--- config.mk ---
export PLATFORM = sky130hd
export DESIGN_NAME = sorted_priority_queue
export DESIGN_NICKNAME = d
export VERILOG_FILES = /design/src/design/spq_pkg.sv /design/src/design/spq_cell.sv /design/src/design/sorted_priority_queue.sv
export SDC_FILE = /design/constraint.sdc
export NUM_CORES = 1
export LEC_CHECK = 0
export BUFFER_PORTS_ARGS = -buffer_cell sky130_fd_sc_hd__buf_2
export CORE_MARGIN = 1
export CORE_UTILIZATION = 65
export DETAILED_ROUTE_END_ITERATION = 10
export PLACE_DENSITY_LB_ADDON = 0.05
export SETUP_SLACK_MARGIN = 0.05
export SKIP_CTS_REPAIR_TIMING = 1
export SYNTH_ARGS = -nofsm -noshare
export SYNTH_HDL_FRONTEND = slang
export SYNTH_SLANG_ARGS = --single-unit
--- constraint.sdc ---
create_clock -name aclk -period 6.4 [get_ports aclk]
set_input_delay 0.32 -clock aclk [delete_from_list [all_inputs] [get_ports aclk]]
set_output_delay 0.32 -clock aclk [all_outputs]
set_load 0.05 [all_outputs]
--- src/design/spq_pkg.sv ---
package spq_pkg;

    // queue geometry
    localparam int DEPTH = 8;
    localparam int CNT_W = $clog2(DEPTH + 1);
    localparam int VAL_W = 32;
    localparam int PRI_W = 8;
    localparam int OCC_W = 4;

    // operation kinds
    localparam logic KIND_ENQ = 1'b0;
    localparam logic KIND_DEQ = 1'b1;

    // result status codes
    localparam logic [1:0] ST_ENQ   = 2'd0;
    localparam logic [1:0] ST_FULL  = 2'd1;
    localparam logic [1:0] ST_DEQ   = 2'd2;
    localparam logic [1:0] ST_EMPTY = 2'd3;

    // operation broadcast to every cell of the chain
    typedef struct packed {
        logic                    enq;
        logic                    deq;
        logic signed [VAL_W-1:0] value;
        logic [PRI_W-1:0]        prio;
    } op_t;

    // position of a cell relative to the current fill level
    typedef struct packed {
        logic occupied;
        logic at_tail;
    } pos_t;

endpackage

--- src/design/spq_cell.sv ---
module spq_cell (
    input  logic                                  aclk,
    input  spq_pkg::op_t                          op,
    input  spq_pkg::pos_t                         pos,
    input  logic                                  left_gt,
    input  logic signed [spq_pkg::VAL_W-1:0]      left_value,
    input  logic [spq_pkg::PRI_W-1:0]             left_prio,
    input  logic signed [spq_pkg::VAL_W-1:0]      right_value,
    input  logic [spq_pkg::PRI_W-1:0]             right_prio,
    output logic                                  gt,
    output logic signed [spq_pkg::VAL_W-1:0]      value,
    output logic [spq_pkg::PRI_W-1:0]             prio
);

    logic signed [spq_pkg::VAL_W-1:0] value_reg;
    logic signed [spq_pkg::VAL_W-1:0] value_next;
    logic [spq_pkg::PRI_W-1:0]        prio_reg;
    logic [spq_pkg::PRI_W-1:0]        prio_next;

    // new entry goes in front of this one
    assign gt    = op.prio < prio_reg;
    assign value = value_reg;
    assign prio  = prio_reg;

    // pick keep, shift from left, take new, or shift from right
    always_comb begin
        value_next = value_reg;
        prio_next  = prio_reg;
        if (op.enq) begin
            if ((pos.occupied && gt) || pos.at_tail) begin
                if (left_gt) begin
                    value_next = left_value;
                    prio_next  = left_prio;
                end else begin
                    value_next = op.value;
                    prio_next  = op.prio;
                end
            end
        end else if (op.deq && pos.occupied) begin
            value_next = right_value;
            prio_next  = right_prio;
        end
    end

    // payload storage, no reset needed
    always_ff @(posedge aclk) begin
        value_reg <= value_next;
        prio_reg  <= prio_next;
    end

endmodule

--- src/design/sorted_priority_queue.sv ---
// sorted priority queue as a chain of shift cells, lowest priority number at cell 0
// the result is registered on acceptance and presented in the following cycle
// throughput: one enqueue or dequeue per cycle while m_ready does not stall the result register
// a stalled result register holds off input only while m_ready stays low
// reset (aresetn, synchronous, active low) empties the queue and drops m_valid;
// cell contents are not cleared
module sorted_priority_queue (
    input  logic                                  aclk,
    input  logic                                  aresetn,
    input  logic                                  s_valid,
    output logic                                  s_ready,
    input  logic                                  s_kind,
    input  logic signed [spq_pkg::VAL_W-1:0]      s_value,
    input  logic [spq_pkg::PRI_W-1:0]             s_priority_req,
    output logic                                  m_valid,
    input  logic                                  m_ready,
    output logic [1:0]                            m_status,
    output logic signed [spq_pkg::VAL_W-1:0]      m_head_value,
    output logic [spq_pkg::OCC_W-1:0]             m_occupancy
);

    localparam int D = spq_pkg::DEPTH;

    logic                                 accept;
    logic                                 full;
    logic                                 empty;
    spq_pkg::op_t                         op;
    logic [spq_pkg::CNT_W-1:0]            count_reg;
    logic [spq_pkg::CNT_W-1:0]            count_next;
    logic                                 m_valid_reg;
    logic [1:0]                           status_reg;
    logic [1:0]                           status_next;
    logic signed [spq_pkg::VAL_W-1:0]     head_reg;
    logic signed [spq_pkg::VAL_W-1:0]     head_next;
    logic [spq_pkg::OCC_W-1:0]            occ_reg;

    logic [D-1:0]                         cell_gt;
    logic signed [spq_pkg::VAL_W-1:0]     cell_value [D];
    logic [spq_pkg::PRI_W-1:0]            cell_prio  [D];

    // handshake
    assign s_ready = !m_valid_reg || m_ready;
    assign accept  = s_valid && s_ready;
    assign full    = count_reg == spq_pkg::CNT_W'(D);
    assign empty   = count_reg == '0;

    // operation broadcast to the chain
    always_comb begin
        op.enq   = accept && (s_kind == spq_pkg::KIND_ENQ) && !full;
        op.deq   = accept && (s_kind == spq_pkg::KIND_DEQ) && !empty;
        op.value = s_value;
        op.prio  = s_priority_req;
    end

    // chain of cells
    for (genvar i = 0; i < D; i++) begin : g_cell
        spq_pkg::pos_t                     pos;
        logic                              l_gt;
        logic signed [spq_pkg::VAL_W-1:0]  l_value;
        logic [spq_pkg::PRI_W-1:0]         l_prio;
        logic signed [spq_pkg::VAL_W-1:0]  r_value;
        logic [spq_pkg::PRI_W-1:0]         r_prio;

        assign pos.occupied = count_reg > spq_pkg::CNT_W'(i);
        assign pos.at_tail  = count_reg == spq_pkg::CNT_W'(i);

        if (i == 0) begin : g_head
            assign l_gt    = 1'b0;
            assign l_value = '0;
            assign l_prio  = '0;
        end else begin : g_mid
            assign l_gt    = cell_gt[i-1];
            assign l_value = cell_value[i-1];
            assign l_prio  = cell_prio[i-1];
        end

        if (i == D - 1) begin : g_tail
            assign r_value = '0;
            assign r_prio  = '0;
        end else begin : g_body
            assign r_value = cell_value[i+1];
            assign r_prio  = cell_prio[i+1];
        end

        spq_cell u_cell (
            .aclk        (aclk),
            .op          (op),
            .pos         (pos),
            .left_gt     (l_gt),
            .left_value  (l_value),
            .left_prio   (l_prio),
            .right_value (r_value),
            .right_prio  (r_prio),
            .gt          (cell_gt[i]),
            .value       (cell_value[i]),
            .prio        (cell_prio[i])
        );
    end

    // fill level and result
    always_comb begin
        count_next  = count_reg;
        status_next = spq_pkg::ST_ENQ;
        head_next   = '0;
        if (s_kind == spq_pkg::KIND_ENQ) begin
            if (full) begin
                status_next = spq_pkg::ST_FULL;
            end else begin
                count_next = count_reg + 1'b1;
            end
        end else begin
            if (empty) begin
                status_next = spq_pkg::ST_EMPTY;
            end else begin
                status_next = spq_pkg::ST_DEQ;
                head_next   = cell_value[0];
                count_next  = count_reg - 1'b1;
            end
        end
    end

    // control state
    always_ff @(posedge aclk) begin
        if (!aresetn) begin
            count_reg   <= '0;
            m_valid_reg <= 1'b0;
        end else begin
            if (accept) begin
                count_reg <= count_next;
            end
            if (s_ready) begin
                m_valid_reg <= s_valid;
            end
        end
    end

    // result register
    always_ff @(posedge aclk) begin
        if (accept) begin
            status_reg <= status_next;
            head_reg   <= head_next;
            occ_reg    <= spq_pkg::OCC_W'(count_next);
        end
    end

    assign m_valid      = m_valid_reg;
    assign m_status     = status_reg;
    assign m_head_value = head_reg;
    assign m_occupancy  = occ_reg;

    // checks
    a_count_bound: assert property (@(posedge aclk) disable iff (!aresetn)
        count_reg <= spq_pkg::CNT_W'(D))
        else $error("fill level beyond depth");

    a_enq_grows: assert property (@(posedge aclk) disable iff (!aresetn)
        op.enq |=> count_reg == $past(count_reg) + 1'b1)
        else $error("enqueue did not grow the queue");

    a_deq_shrinks: assert property (@(posedge aclk) disable iff (!aresetn)
        op.deq |=> count_reg == $past(count_reg) - 1'b1)
        else $error("dequeue did not shrink the queue");

    a_zero_head: assert property (@(posedge aclk) disable iff (!aresetn)
        m_valid && (m_status != spq_pkg::ST_DEQ) |-> m_head_value == '0)
        else $error("head value set on a non-dequeue result");

    a_empty_occ: assert property (@(posedge aclk) disable iff (!aresetn)
        m_valid && (m_status == spq_pkg::ST_EMPTY) |-> m_occupancy == '0)
        else $error("empty rejection with entries held");

endmodule

==> flow_summary.toml <==
[routing]
post_drt_wl_per_cell_microns = 21.90
vias = 14795
drtIter0Drc = 2002
routed_wl_microns = 50200
drc = 0
firstDrtPassIters = 6
antenna_left = 0
drt-vias-per-instance = 6.455

[clock_network]
htreeDepth = 2
cts_inserted_buffers = 39
clk_latency_ns = 0.54
cts_tree = "built"
cts-root-buf = "clkbuf_16"
clk_pin_slew_ns = 0.06
cts_buffer_depth = 3
cts.sink_count = 363

[critical_path]
rr_startpoint = "count_reg[0]"
cp_cell_sequence = "inv_1 > ha_1 > nand2_1 > o21ai_1 > nor2_4 > a32o_2 > buf_4"
cp-start-kind = "flop"
cp.required_ns = 6.61
cp_max_fo = 26
critical_path.max_stage_delay_ns = 1.07
end_kind = "flop"
cp-startpoint = "count_reg[0]"
crit_slowest_cell = "a32o_2"
cp.arrival_ns = 3.99
path_class = "reg -> reg"

[die]
die_h_microns = 172.3
die-area_sq_mm = 0.02968
rows = 61
start_util = 0.6693
fp.dieW_microns = 172.3
io_pins = 85
core_sq_mm = 0.02816

[global_routing]
antenna_found_initial = 3
grt_use_total = 0.3456
grt_max_degree = 202
grt_pass1_wl_microns = 77490
grt_pass1_vias = 14024
gr-total-overflow = 0

[layout]
largest_register_ffs = 256
area_growth_pct = 10.12
fin_nets = 1989
drive_gt1_frac = 0.09880
fill_cells = 1992

[yosys]
ys_seq_area_frac = 0.5756
synth_mux_area_frac = 0.04308
yosysWarningCount = 0
synth_fp_nets = 1972
postSynthCellCount = 1867
synth_common_cells = "nand2_1 (368), edfxtp_1 (358), a21oi_1 (316)"
synth_top_family_by_area = "compound AO/OA/AOI/OAI gates"
synth_top_cell_by_area = "edfxtp_1"
yosysMostFrequentCell = "nand2_1"
asyncSetResetFlopFracSynth = 0
synth_xor_xnor_area_share = 0.0009293
synth_top_area_share = 0.5703
synth_ff_type = "edfxtp_1"
synth_fa_ha_area_frac = 0.03983
avgSynthCellArea_sq_um = 10.10
yosysUniqueCellTypes = 52
netlist_area_sq_mm = 0.01885
synth.area.top_cells = "edfxtp_1 (57%), a21oi_1 (8.4%), nand2_1 (7.3%)"
ys_ff_latch = 363
synth-edff-count = 358
synthSimpleGateAreaFrac = 0.1363
synth_compound_area_frac = 0.1566

[sta]
period_share = 0.5905
worst_pin_slew_ns = 1.260
period_needed_ns = 3.779
rsz0062_at_grt = "false"
finClkSkew_ns = 0.01761
final-setup-viol-count = 0
fmax_mhz = 264.6
whs_ns = 0.06350
finalHoldViolCount = 0
setup_tns_ns = 0
maxSlewViolCount = 0
maxSlewHeadroom = 0.1601

[hold_path]
hp-class = "in -> reg"
min_from = "s_valid"

[run_status]
status = "finished clean"

[placement]
gp_congestion = 0.8917
portBuffers = 84
dpl.hpwl_microns = 28170

[power_and_ir_drop]
ir_drop_mv = 0.1821
power.leakage_nw = 8.108
powerDensity_mw_per_mm2 = 298.6

[job]
cap_violations = 0
-- cell usage in the layout (no fill, tap or decap), types with 13 or more instances in the layout --
cell and count:
clkbuf_16 40, a22oi_1 31, edfxtp_1 358, a21oi_1 315
and3_1 33, o21ai_0 86, o21a_1 13, o21ai_1 61
buf_2 84, mux2i_1 80, buf_4 18, nor2_1 153
nand3_1 44, inv_1 62, ha_1 60, nand2_1 367
-- report_power, final --
part           internal, mW  total (mW)  switching (mW)
clock                  1.34        2.28           0.939
sequential             2.81        2.88          0.0697
combinational         0.288        1.04           0.747
-- layout make-up --
class                      count  area (sq um)  area share
tap                          378         473.0     0.02279
multi-input combinational   1310          7257      0.3496
inverter                      63         236.5     0.01139
clock inverter                27         269.0     0.01296
antenna                        1         2.502   0.0001206
clock buffer                  43          1012     0.04877
timing repair buffer         107         655.6     0.03159
sequential                   363         10850      0.5228
-- worst paths after layout --
path | slack, ns | end | cells after the start
worst min register to register | 0.53 | m_valid | 2
worst max register to register | 2.62 | g_cell[6].u_cell.value[13] | 7
worst max-delay path | 2.62 | g_cell[6].u_cell.value[13] | 7
worst min-delay path | 0.06 | m_valid | 3
-- per-stage QoR --
| stage | utilization | worst slack, ns | cells | total power [mW] | instance area, sq um |
|---|---|---|---|---|---|
| floorplan | - | 2.025 | 1867 | 3.611 | 18850 |
| global placement | 0.6914 | 2.720 | 2221 | 3.908 | 19470 |
| detailed placement | 0.6914 | 2.670 | 2221 | 3.938 | 19470 |
| CTS | 0.7369 | 2.667 | 2291 | 6.184 | 20750 |
| global route | 0.7369 | 2.454 | 2291 | 6.387 | 20750 |
| finish | 0.7370 | 2.621 | 2292 | 6.198 | 20760 |
-- per-layer routing --
layer,part of all wire,wire length (microns),global-route usage,vias up
li1,-,-,-,6725
met1,0.40,20190,0.4854,7137
met2,0.47,23440,0.5491,810
met3,0.099,4988,0.05699,119
met4,0.031,1562,0.1154,4
met5,0.00046,23,0,-
-- kinds of logic after synthesis --
logic type,count (synthesis)
AOI/OAI and AO/OA,543
muxes,81
buffers and inverters,194
and+or+nand+nor,624
xor gates and xnor gates,2
adders and majority gates,60
DFF,363
-- critical path: cells and delay by family (launching register included) --
kind	cells	cell delay (ns)
buf+inv	2	0.61
fa+ha+maj	1	0.34
simple gates	2	0.67
flops	1	0.58
compound gates	2	1.23
Power figures use the tool's default switching activity.
